[config.mk]
export PLATFORM = sky130hd
export DESIGN_NAME = block_chain_allocation_table
export DESIGN_NICKNAME = d
export VERILOG_FILES = /design/src/hdl/bcat_pkg.sv /design/src/hdl/bcat_store.sv /design/src/hdl/bcat_ctrl.sv /design/src/hdl/block_chain_allocation_table.sv
export SDC_FILE = /design/constraint.sdc
export NUM_CORES = 1
export LEC_CHECK = 0
export ABC_AREA = 1
export BUFFER_PORTS_ARGS = -buffer_cell sky130_fd_sc_hd__clkbuf_2
export CORE_AREA = 2 2 334 336
export CTS_CLUSTER_DIAMETER = 30
export DETAILED_ROUTE_END_ITERATION = 6
export DIE_AREA = 0 0 336 338
export PLACE_DENSITY = 0.62
export SLEW_MARGIN = 20
export SYNTH_ARGS = -nofsm -noshare
export SYNTH_HDL_FRONTEND = slang
export SYNTH_SLANG_ARGS = --single-unit
[constraint.sdc]
create_clock -name clk -period 6.6 [get_ports clk]
set_input_delay 0.33 -clock clk [delete_from_list [all_inputs] [get_ports clk]]
set_output_delay 0.33 -clock clk [all_outputs]
set_load 0.02 [all_outputs]
[src/hdl/bcat_pkg.sv]
// Shared constants and types for the block chain allocation table.
// No dependencies; imported by every other file of the block.
`timescale 1ns / 1ps
`default_nettype none

package bcat_pkg;

	localparam int NUM_BLOCKS = 128;
	localparam int IDX_W      = $clog2(NUM_BLOCKS);
	localparam int BLK_W      = 7;   // current_block / result_block field width

	// operation codes (func)
	localparam logic [1:0] FN_START  = 2'd0;
	localparam logic [1:0] FN_EXTEND = 2'd1;
	localparam logic [1:0] FN_FOLLOW = 2'd2;
	localparam logic [1:0] FN_FREE   = 2'd3;

	// status codes
	localparam logic [1:0] ST_OK   = 2'd0;
	localparam logic [1:0] ST_FULL = 2'd1;
	localparam logic [1:0] ST_FREE = 2'd2;

	// sequencer -> table store
	typedef struct packed {
		logic             link_rd;   // registered read of link_mem[rd_addr]
		logic [IDX_W-1:0] rd_addr;
		logic             link_wr;
		logic [IDX_W-1:0] wr_addr;
		logic [IDX_W-1:0] wr_link;
		logic             vld_set;
		logic             vld_clr;
		logic [IDX_W-1:0] upd_addr;  // valid bit to set or clear
		logic [IDX_W-1:0] chk_addr;  // valid bit looked up this cycle
	} store_req_t;

	typedef struct packed {
		logic [1:0]       status;
		logic             chain_end;
		logic [BLK_W-1:0] blk;
	} result_t;

endpackage

`default_nettype wire

[src/hdl/bcat_store.sv]
// Allocation table store: valid flops per block plus the link memory.
// Depends on bcat_pkg.
`timescale 1ns / 1ps
`default_nettype none

module bcat_store (
	input  wire                     clk,
	input  wire                     arst_n,
	input  bcat_pkg::store_req_t    req,
	output logic [bcat_pkg::IDX_W-1:0] rd_link,
	output logic                    chk_valid
);
	import bcat_pkg::*;

	logic [NUM_BLOCKS-1:0] valid_q;
	logic [IDX_W-1:0]      link_mem [NUM_BLOCKS];

	// block 0 holds the directory chain after reset
	always_ff @(posedge clk or negedge arst_n) begin
		if (!arst_n) begin
			valid_q <= NUM_BLOCKS'(1);
		end else if (req.vld_set) begin
			valid_q[req.upd_addr] <= 1'b1;
		end else if (req.vld_clr) begin
			valid_q[req.upd_addr] <= 1'b0;
		end
	end

	// links are only read for entries in use, which were written at allocation
	// (block 0 by the sequencer's init cycle right after reset)
	always_ff @(posedge clk) begin
		if (req.link_wr) begin
			link_mem[req.wr_addr] <= req.wr_link;
		end
		if (req.link_rd) begin
			rd_link <= link_mem[req.rd_addr];
		end
	end

	assign chk_valid = valid_q[req.chk_addr];

endmodule

`default_nettype wire

[src/hdl/bcat_ctrl.sv]
// Operation sequencer: lowest-free scan, linking, link follow and chain walk.
// Depends on bcat_pkg; drives bcat_store through a store_req_t.
`timescale 1ns / 1ps
`default_nettype none

module bcat_ctrl (
	input  wire                        clk,
	input  wire                        arst_n,
	input  wire                        start,
	input  wire  [1:0]                 func_in,
	input  wire  [bcat_pkg::BLK_W-1:0] blk_in,
	output logic                       idle,
	input  wire                        slot_free,
	output logic                       res_load,
	output bcat_pkg::result_t          res,
	output bcat_pkg::store_req_t       req,
	input  wire  [bcat_pkg::IDX_W-1:0] rd_link,
	input  wire                        chk_valid
);
	import bcat_pkg::*;

	localparam logic [3:0] S_IDLE   = 4'd0;
	localparam logic [3:0] S_CHECK  = 4'd1;
	localparam logic [3:0] S_SCAN   = 4'd2;
	localparam logic [3:0] S_ALLOC  = 4'd3;
	localparam logic [3:0] S_LINK   = 4'd4;
	localparam logic [3:0] S_FOLLOW = 4'd5;
	localparam logic [3:0] S_WALK   = 4'd6;
	localparam logic [3:0] S_DONE   = 4'd7;
	localparam logic [3:0] S_INIT   = 4'd8;

	localparam logic [IDX_W-1:0] LAST_IDX = IDX_W'(NUM_BLOCKS - 1);

	logic [3:0]       state_q, state_d;
	logic [1:0]       func_q;
	logic [BLK_W-1:0] blk_q;
	logic [IDX_W-1:0] idx_q, idx_d;   // scan index, new block, or walk position
	logic [IDX_W-1:0] cnt_q, cnt_d;   // walk step count
	result_t          res_q, res_d;
	logic [IDX_W-1:0] blk_idx;
	logic             blk_ok;

	assign blk_idx = IDX_W'(blk_q);
	assign blk_ok  = (32'(blk_q) < NUM_BLOCKS);

	always_comb begin
		state_d  = state_q;
		idx_d    = idx_q;
		cnt_d    = cnt_q;
		res_d    = res_q;
		req      = '0;
		res_load = 1'b0;
		unique case (state_q)
			S_INIT: begin
				// directory block links to itself
				req.link_wr = 1'b1;
				req.wr_addr = '0;
				req.wr_link = '0;
				state_d     = S_IDLE;
			end
			S_IDLE: begin
				if (start) begin
					res_d   = '0;
					idx_d   = '0;
					state_d = (func_in == FN_START) ? S_SCAN : S_CHECK;
				end
			end
			S_CHECK: begin
				req.chk_addr = blk_idx;
				if (!(blk_ok && chk_valid)) begin
					res_d.status = ST_FREE;
					state_d      = S_DONE;
				end else if (func_q == FN_EXTEND) begin
					state_d = S_SCAN;
				end else begin
					req.link_rd = 1'b1;
					req.rd_addr = blk_idx;
					idx_d       = blk_idx;
					cnt_d       = '0;
					state_d     = (func_q == FN_FOLLOW) ? S_FOLLOW : S_WALK;
				end
			end
			S_SCAN: begin
				req.chk_addr = idx_q;
				if (!chk_valid) begin
					state_d = S_ALLOC;
				end else if (idx_q == LAST_IDX) begin
					res_d.status = ST_FULL;
					state_d      = S_DONE;
				end else begin
					idx_d = idx_q + 1'b1;
				end
			end
			S_ALLOC: begin
				req.link_wr  = 1'b1;
				req.wr_addr  = idx_q;
				req.wr_link  = idx_q;
				req.vld_set  = 1'b1;
				req.upd_addr = idx_q;
				res_d.blk    = BLK_W'(idx_q);
				state_d      = (func_q == FN_EXTEND) ? S_LINK : S_DONE;
			end
			S_LINK: begin
				req.link_wr = 1'b1;
				req.wr_addr = blk_idx;
				req.wr_link = idx_q;
				state_d     = S_DONE;
			end
			S_FOLLOW: begin
				res_d.blk       = BLK_W'(rd_link);
				res_d.chain_end = (rd_link == blk_idx);
				state_d         = S_DONE;
			end
			S_WALK: begin
				// free the current block; go on while the link leads to another used block and the step bound is not reached
				req.vld_clr  = 1'b1;
				req.upd_addr = idx_q;
				req.chk_addr = rd_link;
				if (rd_link == idx_q || !chk_valid || cnt_q == LAST_IDX) begin
					state_d = S_DONE;
				end else begin
					req.link_rd = 1'b1;
					req.rd_addr = rd_link;
					idx_d       = rd_link;
					cnt_d       = cnt_q + 1'b1;
				end
			end
			S_DONE: begin
				if (slot_free) begin
					res_load = 1'b1;
					state_d  = S_IDLE;
				end
			end
			default: begin
				state_d = S_IDLE;
			end
		endcase
	end

	always_ff @(posedge clk or negedge arst_n) begin
		if (!arst_n) begin
			state_q <= S_INIT;
		end else begin
			state_q <= state_d;
		end
	end

	always_ff @(posedge clk) begin
		if (start && state_q == S_IDLE) begin
			func_q <= func_in;
			blk_q  <= blk_in;
		end
		idx_q <= idx_d;
		cnt_q <= cnt_d;
		res_q <= res_d;
	end

	assign idle = (state_q == S_IDLE);
	assign res  = res_q;

endmodule

`default_nettype wire

[src/hdl/block_chain_allocation_table.sv]
// Top level of the block chain allocation table: stream ports and result register.
// Depends on bcat_pkg, bcat_store and bcat_ctrl.
//
//   channel  dir  tdata                            tuser
//   s_*      in   [6:0] current_block              [1:0] func
//   m_*      out  [6:0] result_block, [7] chain_end [1:0] status
//
// One operation at a time; s_tready is high only while the sequencer is idle.
// Start and extend are set by the lowest-free scan, which looks at one valid bit
// per cycle; free walks one chain entry per cycle through the link memory port.
// A finished result waits in the output register; the sequencer stalls only
// when a second result is ready before the first is taken.
// Reset leaves every block free except block 0, a one-block chain; the first
// cycle after reset writes block 0's link, with s_tready low.
`timescale 1ns / 1ps
`default_nettype none

module block_chain_allocation_table (
	input  wire        clk,
	input  wire        arst_n,
	input  wire        s_tvalid,
	output logic       s_tready,
	input  wire  [7:0] s_tdata,   // [6:0] current_block, [7] zero fill
	input  wire  [1:0] s_tuser,   // [1:0] func
	output logic       m_tvalid,
	input  wire        m_tready,
	output logic [7:0] m_tdata,   // [6:0] result_block, [7] chain_end
	output logic [1:0] m_tuser    // [1:0] status
);
	import bcat_pkg::*;

	store_req_t       req;
	result_t          res;
	logic [IDX_W-1:0] rd_link;
	logic             chk_valid;
	logic             idle;
	logic             res_load;
	logic             slot_free;
	logic             m_tvalid_q;
	result_t          out_q;

	assign slot_free = !m_tvalid_q || m_tready;

	bcat_ctrl u_ctrl (
		.clk       (clk),
		.arst_n    (arst_n),
		.start     (s_tvalid),
		.func_in   (s_tuser),
		.blk_in    (s_tdata[BLK_W-1:0]),
		.idle      (idle),
		.slot_free (slot_free),
		.res_load  (res_load),
		.res       (res),
		.req       (req),
		.rd_link   (rd_link),
		.chk_valid (chk_valid)
	);

	bcat_store u_store (
		.clk       (clk),
		.arst_n    (arst_n),
		.req       (req),
		.rd_link   (rd_link),
		.chk_valid (chk_valid)
	);

	always_ff @(posedge clk or negedge arst_n) begin
		if (!arst_n) begin
			m_tvalid_q <= 1'b0;
		end else if (res_load) begin
			m_tvalid_q <= 1'b1;
		end else if (m_tready) begin
			m_tvalid_q <= 1'b0;
		end
	end

	always_ff @(posedge clk) begin
		if (res_load) begin
			out_q <= res;
		end
	end

	assign s_tready = idle;
	assign m_tvalid = m_tvalid_q;
	assign m_tdata  = {out_q.chain_end, out_q.blk};
	assign m_tuser  = out_q.status;

endmodule

`default_nettype wire
# Word level (Yosys, flattened, before mapping)
# Memory sizes are Yosys's and may differ from the RTL's. A register that Yosys moved wholly into a read port is not among the register bits.
# Index checks and enable logic that the tools add are counted.
dict set report totals {
  register_bits 176
  mem_bits_rw 896
  in_bits 14
  wordCells 121
  n_memories 1
}
dict set report op_classes {
  add_sub_neg 2
  n_lt_le_gt_ge 3
  n_eq_ne 25
  n_mux 50
  bitwise 3
  n_reduce_logical 24
}
# name words width rd rd_clocked_by_memory_dff wr line_no
set mem_list {}
lappend mem_list {u_store.link_mem 128 7 1 1 1 bcat_store.sv:16} ;# logic [IDX_W-1:0] link_mem [NUM_BLOCKS];
# cell count
set ops {}
lappend ops {{two-way mux 128 bit} 2}
lappend ops {{bitwise AND 128 bit} 1}
lappend ops {{inverter 128 bit} 1}
lappend ops {{bitwise OR 128 bit} 1}
lappend ops {{two-way mux 7 bit} 10}
lappend ops {{one-hot mux 15 bit (3 select lines)} 1}
lappend ops {{one-hot mux 7 bit (3 select lines)} 2}
lappend ops {{two-way mux 4 bit} 7}
lappend ops {{one-hot mux 4 bit (7 select lines)} 1}
lappend ops {{one-hot mux 7 bit (4 select lines)} 1}
lappend ops {{two-way mux 8 bit} 3}
lappend ops {{equality test 4 x 3 -> 1 bit, second input constant} 4}
lappend ops {{< comparator 7 x 8 -> 1 bit, second input constant} 2}
lappend ops {{one-hot mux 8 bit (2 select lines)} 1}
lappend ops {{adder 7 x 1 -> 7 bit, second input constant} 2}
lappend ops {{equality test 7 bit} 2}
lappend ops {{equality test 7 bit, second input constant} 2}
lappend ops {{one-hot mux 7 bit (2 select lines)} 1}
lappend ops {{two-way mux 2 bit} 6}
lappend ops {{inequality test 2 bit, second input constant} 6}
lappend ops {{two-way mux 1 bit} 10}
lappend ops {{two-way mux 10 bit} 1}
lappend ops {{equality test 4 x 2 -> 1 bit, second input constant} 2}
lappend ops {{inequality test 2 x 1 -> 1 bit, second input constant} 4}
lappend ops {{other kinds (23)} 34}

# Longest topological paths before layout
# Gate-level depths: netlist of the first run.
dict set report depth {
  ltp_word 11
  depth_mapped 30
}

# Hierarchy
# Synthesis of the first run repeated with hierarchy kept, for this count alone.
dict set report hier_totals {
  hier_cells 4259
  hier_area_um2 46191.8
}
# module n_inst cells_per_inst area_per_inst_um2 seq_area_each_um2
set by_module_without_submodules {}
lappend by_module_without_submodules {bcat_store 1 3944 43417.9 30320.3}
lappend by_module_without_submodules {bcat_ctrl 1 300 2428.6 1092.3}
lappend by_module_without_submodules {block_chain_allocation_table 1 15 345.3 325.3}

# Worst setup path after synthesis of the first run
# Ideal clock, no wire load.
dict set report synth_path {
  kind {register to register}
  from {register u_ctrl.state_q[2]}
  to {memory u_store.link_mem[0][0] in the netlist's numbering (data pin)}
  t_arrival_ns 4.129
  slack_ns 1.673
  stages_incl_launch_ff 6
  path_buffers 0
  path_cell_list {dfrtp_1 -> inv_2 -> nand2_4 -> nor2_1 -> nor2_1 -> nor2_1}
}
# item line_no
set synth_lines {}
lappend synth_lines {{start, declared} bcat_ctrl.sv:34} ;# logic [3:0] state_q, state_d;
lappend synth_lines {{start signal, assigned} bcat_ctrl.sv:144} ;# state_q <= state_d;
lappend synth_lines {{end, declared} bcat_store.sv:16}

# Worst setup path in the final report of the first run
dict set report layout_path {
  from {register u_ctrl.state_q[1]}
  to {register u_store.rd_link[3] in the netlist's numbering, read port of u_store.link_mem (data pin)}
}
dict set report layout_via {
  elab_chain_cells 9
}
# item line_no
set layout_rtl {}
lappend layout_rtl {{equality test 4 x 3 -> 1 bit, or another cell as far along} bcat_ctrl.sv:53} ;# unique case (state_q)
lappend layout_rtl {{one-hot mux 7 bit (3 select lines)} bcat_ctrl.sv:53}
lappend layout_rtl {{binary-select mux 1 bit (select 7 bit)} bcat_store.sv:40} ;# assign chk_valid = valid_q[req.chk_addr];
lappend layout_rtl {{two-way mux 1 bit (implied by the code)} bcat_store.sv:40}
lappend layout_rtl {{zero test 1 bit} n/a}
lappend layout_rtl {{logical OR 1 bit (2 in series)} bcat_ctrl.sv:119} ;# if (rd_link == idx_q || !chk_valid || cnt_q == LAST_IDX) begin
lappend layout_rtl {{two-way mux 8 bit} bcat_ctrl.sv:119}
lappend layout_rtl {{one-hot mux 8 bit (2 select lines) (*)} bcat_ctrl.sv:53}
lappend layout_rtl {{end, declared} bcat_store.sv:10} ;# output logic [bcat_pkg::IDX_W-1:0] rd_link,
# Every way passes the cells marked *; elsewhere a longest branch is shown, timed or not. The select of a mux whose other input is x is not followed.
# A chain may end at the register's enable or synchronous reset.

==> results of run 1 <==
-- critical path, cell delays in order, from the launching register on --
cell and delay [ns]:
dfrtp_1 0.50, inv_2 0.06, nor2_1 0.22, nand3_2 0.38, nand3_2 0.22, buf_4 0.59, nand2_1 0.12, nand3_1 0.12
nand3_1 0.08, nand3_1 0.12, nand3_1 0.10, nand3_1 0.17, nand3_2 0.11, nand2_4 0.18, nand3_4 0.37, nand2_8 0.51
buf_12 0.43, buf_4 0.35, nand2_1 0.08, nand3_1 0.08, nand3_1 0.14, nand3_1 0.16, nand3_1 0.20, nand3_1 0.19
nand2_1 0.12, nand2_1 0.08, nand2_1 0.08
-- how the worst max path moves through the flow --
stage / cells past startpoint / slack, ns / end / start
2_1_floorplan: 5 / 1.67 / u_store.link_mem[0][0] / u_ctrl.state_q[2]
3_3_place_gp: 26 / 0.68 / u_store.rd_link[0] / u_ctrl.state_q[1]
3_5_place_dp: 26 / 0.63 / u_store.rd_link[3] / u_ctrl.state_q[1]
4_1_cts: 26 / 0.58 / u_store.rd_link[3] / u_ctrl.state_q[1]
5_1_grt: 26 / 0.11 / u_store.rd_link[3] / u_ctrl.state_q[1]
6_report: 26 / 0.46 / u_store.rd_link[3] / u_ctrl.state_q[1]
-- area by class of cell --
cell class                      instances  area (um2)  area share [%]
Clock buffer                          255        5860            9.98
Inverter                              523        1970            3.36
Tap cell                             1488        1860            3.17
Sequential cell                      1079       31700            54.1
Timing Repair Buffer                  110        1060            1.81
Multi-Input combinational cell       2800       14100            23.9
Clock inverter                        170        2160            3.68
-- metal layers --
layer	wire (um)	up-vias
li1	-	16467
met4	4170	0
met5	0	-
met1	57300	17142
met3	10900	297
met2	60200	1478
-- power by group through the flow --
| stage | Combinational, mW | Clock (mW) | Sequential, mW |
|---|---|---|---|
| after detailed placement | 2.58 | 0 | 8.10 |
| final | 2.63 | 11.7 | 7.98 |
| after CTS | 2.60 | 11.8 | 7.98 |
| after global placement | 2.55 | 0 | 8.09 |
| after floorplan | 1.62 | 0 | 8.09 |
| after global routing | 2.84 | 12.1 | 7.99 |
-- cell families after synthesis --
kind of cell,after synthesis
AND/OR/NAND/NOR,2502
AO/OA/AOI/OAI,281
buffers and inverters,849
adder cells (fa/ha/maj),2
other,1
flip-flops,1079
XOR/XNOR,14
-- stage by stage --
stage	util (%)	area [um2]	hold slack (ns)	setup slack, ns
2_1_floorplan	-	49300	0.0344	1.67
3_3_place_gp	45.9	50600	0.404	0.678
3_5_place_dp	45.9	50600	0.405	0.627
4_1_cts	53.3	58700	0.128	0.582
5_1_grt	53.3	58700	0.196	0.110
6_report	53.3	58700	0.138	0.459
-- layout by cell type (no fill, tap or decap), types with 11 or more instances in the layout --
master         count
nand3_1         1059
edfxtp_1         946
nand2_1          855
inv_1            509
nand3b_1         330
clkbuf_16        228
nor2_1           193
dfrtp_1          131
a21oi_1          105
a31oi_1           99
buf_4             53
o21ai_0           46
clkinv_2          42
bufinv_16         39
clkinv_1          30
clkinvlp_4        29
clkbuf_2          23
clkbuf_1          22
nand4_1           21
buf_12            21
dlygate4sd3_1     12
clkinv_4          11
==> results by group, run 1 <==
Setup path
  – R2R depth: 26
  – Setup crit end kind: flip-flop
  – Max Fanout on Critical Path: 81
  – Critical path type: flip-flop to flip-flop
  – Type of origin of the critical path: flip-flop
  – Critical path data arrival time: ~6.7 ns
  – Worst EP required: just over 7 ns
  – Worst R2R Start: u_ctrl.state_q[1]
  – Worst R2R Setup Slack: 0.46 ns
  – R2R Path End: u_store.rd_link[3]

Route
  – First DRT Iteration DRCs: 3670
  – Routed WL: 133000 um
  – Total iterations of the first detailed-routing run: 7
  – DR vias: 35384
  – # DRC: 0
  – Per-cell routed wire length: 20.6 um
  – Antenna-violating nets left: 0
  – Vias/cell: approximately 5.5

Placement
  – Placer Congestion: slightly below 0.9
  – Detailed placement HPWL: about 71000 um
  – Inst Count DP: 5987
  – I/O Buffers: 24

GRT
  – Gr usage total: 23.2%
  – Met3 Use GR: 4.66%
  – Global-route wire length before repair: 202000 um
  – Met1 usage in global routing: between 30 and 40%
  – Largest net degree at the start of global routing: 129
  – Initial antenna violation count: 0
  – Number of global-route vias before repair: about 34000
  – Total gr overflow: 0
  – GRT busiest layer: met2
  – Met2 Resource Use GR: 35.8%

Floorplanning
  – Die Width: 336 um
  – Initial Utilization: 44.8%
  – Core area: 110000 um2
  – Die Footprint: 114000 um2
  – Ports: 26
  – # rows: 122
  – Die Height: 338 um

Yosys
  – Register area share after synthesis: 64.4%
  – Post-Syn Area per Cell: 10.4 um2
  – Ys Warns: 0
  – Top_reg_cell synth: edfxtp_1
  – Post-Syn Instances: 4728
  – Mapped Nets: 4744
  – Post-Synth XOR/XNOR Area: 0.249%
  – Largest cells by area after synthesis: edfxtp_1, nand3_1, dfrtp_1
  – Async SR Flop Fraction: 12.3%
  – Synth top area share: about 58%
  – Mapped cell area: 49300 um2
  – Synth Area in Adders: less than 1%
  – Synth cell types: 48
  – Simple-gate share of the synthesized area: 24.6%
  – Count leader, synth: nand3_1
  – Post-synth EDFFs: 946
  – Post-synth top cells: nand3_1, edfxtp_1, nand2_1, inv_1, nand3b_1
  – Multiplexer share of the synthesized area: 0%
  – #FFs+latches synth: 1079
  – Main combinational cell family by area after synthesis: simple AND/OR/NAND/NOR gates
  – Synth Area in Compound Gates: 3.28%
  – Synth area leader: edfxtp_1

Power
  – Switching Fraction: 26.5%
  – Pwr dens: 380 nW/um2
  – Leakage power: around 23 nW
  – Psw: 5.90 mW
  – Comb power frac: 11.8%
  – Total power: 22.3 mW
  – Seq pwr share: 35.8%
  – Worst VDD drop: 0.284 mV
  – Int Power: 16.4 mW
  – Clock Power Share: 52.4%

Clock network
  – Post-CTS setup buffers: 0
  – Post-cts gate resize count: 0
  – CTS tree: yes
  – Clk Latency, worst-skew pair: 0.82 ns
  – Worst-path clk slew: approximately 0.050 ns
  – Clock Sinks: between 1000 and 1500
  – H-Tree Depth: 4
  – Post-CTS Hold Buffers: 12
  – Cts bufs inserted: 227
  – Clock Path Buffers: 3
  – Root Driver: clkbuf_16

Final layout
  – Fill count: 9379
  – Finished Layout Cells: ~6400
  – Area growth syn-to-layout: 19.2%
  – # diodes: 0
  – Fraction of layout cells with a size suffix above 1: 10.8%
  – Nets: roughly 4800

Worst hold path
  – Worst Hold Class: input port to asynchronous set/reset pin

STA
  – Measured slew at the worst slew-check pin: between 1 and 1.5 ns
  – RSZ-0062 raised after global routing: no
  – Setup TNS: 0 ns
  – Fmax: 0.163 GHz
  – Final Hold Viols: 0
  – Max-slew headroom: 23.6%
  – Fin crit period: 6.14 ns
  – Fin crit share: 93.0%
  – Max-slew violations: 0
  – Clock Skew: roughly 0.055 ns
  – Setup-failing EPs final: 0

Run status
  – Status: complete, no violations

Job
  – Max-cap check violation count: 0
No activity file was read; power rests on OpenSTA's default activity.
==> run 2, diff against run 1 <==
--- a/config.mk
+++ b/config.mk
@@ -8,6 +8,7 @@
 export ABC_AREA = 1
 export BUFFER_PORTS_ARGS = -buffer_cell sky130_fd_sc_hd__clkbuf_2
 export CORE_AREA = 2 2 334 336
+export CTS_BUF_LIST = sky130_fd_sc_hd__clkbuf_4 sky130_fd_sc_hd__clkbuf_8
 export CTS_CLUSTER_DIAMETER = 30
 export DETAILED_ROUTE_END_ITERATION = 6
 export DIE_AREA = 0 0 336 338
==> results by group, run 2 (synthesis results as in run 1) <==
Power
  – Seq pwr share: 42.6% (+6.8 points)
  – Worst VDD drop: 0.227 mV (-20%)
  – Clock Power Share: 43.4% (-9.0 points)
  – Leakage power: 21.5 nW (-5.0%)
  – Pwr dens: 334 nW/um2 (-12%)
  – Comb power frac: 14.0% (+2.2 points)
  – Psw: 5.29 mW (-10%)
  – Int Power: 13.4 mW (-18%)
  – Total power: 18.7 mW (-16%)
  – Switching Fraction: 28.3% (+1.8 points)

GRT
  – Gr usage total: 23.0% (-0.20 points)
  – Largest net degree at the start of global routing: 129 (unchanged)
  – Number of global-route vias before repair: 33360 (-1.1%)
  – Initial antenna violation count: 1 (+1)
  – Global-route wire length before repair: 200000 um (-0.93%)
  – Total gr overflow: 0 (unchanged)

Clock network
  – Root Driver: clkbuf_8
  – H-Tree Depth: 4 (unchanged)
  – Cts bufs inserted: 231 (+1.8%)
  – Worst-path clk slew: 0.06 ns (about the same)
  – Clock Path Buffers: 3 (unchanged)
  – Post-cts gate resize count: 0 (unchanged)
  – CTS tree: yes
  – Clk Latency, worst-skew pair: 0.91 ns (+0.09 ns)
  – Clock Sinks: 1079 (unchanged)
  – Post-CTS setup buffers: 0 (unchanged)

Setup path
  – Worst R2R Setup Slack: 0.46 ns (about the same)
  – Type of origin of the critical path: flip-flop
  – Worst setup path endpoint: u_store.rd_link[3]
  – Crit path from: u_ctrl.state_q[1]
  – Critical path data arrival time: 6.77 ns (+0.07 ns)
  – Setup crit end kind: flip-flop
  – Worst R2R Start: u_ctrl.state_q[1]
  – R2R Path End: u_store.rd_link[3]
  – Critical path type: flip-flop to flip-flop
  – Max Fanout on Critical Path: 81 (unchanged)
  – R2R depth: 26 (unchanged)
  – Worst EP required: 7.23 ns (+0.07 ns)

STA
  – Max-slew headroom: 25.3% (+1.7 points)
  – Fin crit share: 93.1% (about the same)
  – Fmax: 0.163 GHz (about the same)
  – Setup TNS: 0 ns (unchanged)
  – Clock Skew: 0.0488 ns (-0.00572 ns)
  – Max-slew violations: 0 (unchanged)
  – Measured slew at the worst slew-check pin: 1.12 ns (-0.0258 ns)
  – Final Hold Viols: 0 (unchanged)
  – Fin crit period: 6.14 ns (+0.00150 ns)
  – Setup-failing EPs final: 0 (unchanged)
  – Worst hold slack: 0.135 ns (-0.00287 ns)
  – RSZ-0062 raised after global routing: no

Route
  – Vias/cell: 5.44 (-1.2%)
  – Routed WL: 132000 um (-0.65%)
  – # DRC: 0 (unchanged)
  – Total iterations of the first detailed-routing run: 5 (-2)
  – Per-cell routed wire length: 20.5 um (-0.72%)
  – DR vias: 34994 (-1.1%)
  – Antenna-violating nets left: 0 (unchanged)
  – First DRT Iteration DRCs: 3786 (+3.2%)

Final layout
  – Final Util: 50.9% (-2.4 points)
  – Nets: 4763 (+0.13%)
  – Most frequent cells in the layout: nand3_1, edfxtp_1, nand2_1
  – Area growth syn-to-layout: 13.8%
  – Commonest non-fill, non-tap cell in the layout: nand3_1
  – Fraction of layout cells with a size suffix above 1: 11.3% (+0.48 points)

Floorplanning
  – Initial Utilization: 44.8% (unchanged)
  – Core area: 110000 um2 (unchanged)
  – Die Footprint: 114000 um2 (unchanged)
  – # rows: 122 (unchanged)
  – Die Height: 338 um (unchanged)
  – Ports: 26 (unchanged)
  – Die Width: 336 um (unchanged)

Job
  – Max-cap check violation count: 0 (unchanged)

Placement
  – Placer Congestion: 0.886 (unchanged)
  – I/O Buffers: 24 (unchanged)
  – Detailed placement HPWL: 71200 um (unchanged)

Worst hold path
  – Worst Hold Class: input port to flip-flop
  – Cell depth of the worst min-delay path: 2

Run status
  – Status: complete, no violations
## run 2: cell count changes in the layout (fill, tap and decap cells not counted), moves of 2 or more
cell,delta
clkbuf_4,+30
inv_16,-3
inv_8,+5
bufinv_16,-5
clkbuf_16,-228
clkinv_16,-6
clkbuf_1,-22
inv_6,-6
clkinv_2,+3
clkbuf_8,+233
clkinvlp_4,-3
inv_12,+2
## run 2: stage by stage
step	setup slack, ns	area (um2)	instances
after floorplan	1.67	49300	4728
after global placement	0.678	50600	5987
after detailed placement	0.627	50600	5987
after CTS	0.587	56000	6428
after global routing	0.0568	56000	6430
final	0.458	56000	6430
## run 2: final cells by class
type / instances / area [um2]
fill: 9735 / 54000
sequential: 1079 / 31700
multi-input combinational: 2800 / 14100
clock buffer: 268 / 3500
inverter: 523 / 1970
tap: 1488 / 1860
clock inverter: 159 / 1810
timing repair buffer: 112 / 1100
antenna: 1 / 2.50
## run 2: what timing repair did
item / 4_1_cts / 5_1_grt
hold buffers: 14 / 0
hold endpoints to repair: 107 / 0
endpoints found under the setup margin: 0 / 0
## run 2: worst max-delay path, stage by stage, from the launching register on
cell and delay [ns]:
dfrtp_1 0.51, inv_2 0.06, nor2_1 0.24, nand3_2 0.38, nand3_2 0.21, buf_4 0.60
nand2_1 0.11, nand3_1 0.12, nand3_1 0.09, nand3_1 0.15, nand3_1 0.10, nand3_1 0.15
nand3_2 0.10, nand2_4 0.18, nand3_4 0.37, nand2_8 0.51, buf_12 0.42, buf_4 0.35
nand2_1 0.08, nand3_1 0.08, nand3_1 0.16, nand3_1 0.15, nand3_1 0.18, nand3_1 0.19
nand2_1 0.11, nand2_1 0.08, nand2_1 0.08
## run 2: power by group through the flow
stage	Clock (mW)	Combinational (mW)	Sequential, mW
2_1_floorplan	0	1.62	8.09
3_3_place_gp	0	2.55	8.09
3_5_place_dp	0	2.58	8.10
4_1_cts	8.22	2.59	7.96
5_1_grt	8.54	2.84	7.98
6_report	8.11	2.62	7.97
## run 2: worst min-delay path by stage
stage / startpoint / end / slack (ns)
after floorplan: arst_n / asynchronous set/reset pin / 0.03
after global placement: u_ctrl.res[9] / m_tuser[1] / 0.40
after detailed placement: u_ctrl.res[2] / m_tdata[2] / 0.40
after CTS: s_tdata[5] / u_ctrl.blk_idx[5] / 0.06
after global routing: s_tdata[2] / u_ctrl.blk_idx[2] / 0.11
final: s_tdata[5] / u_ctrl.blk_idx[5] / 0.14
## run 2: layer usage
| layer | GRT usage (%) | wire length (um) | up-vias |
|---|---|---|---|
| li1 | - | - | 16464 |
| met5 | 0 | 0 | - |
| met3 | 4.36 | 10500 | 231 |
| met2 | 35.8 | 60500 | 1402 |
| met4 | 8.42 | 3430 | 0 |
| met1 | 32.2 | 57300 | 16897 |
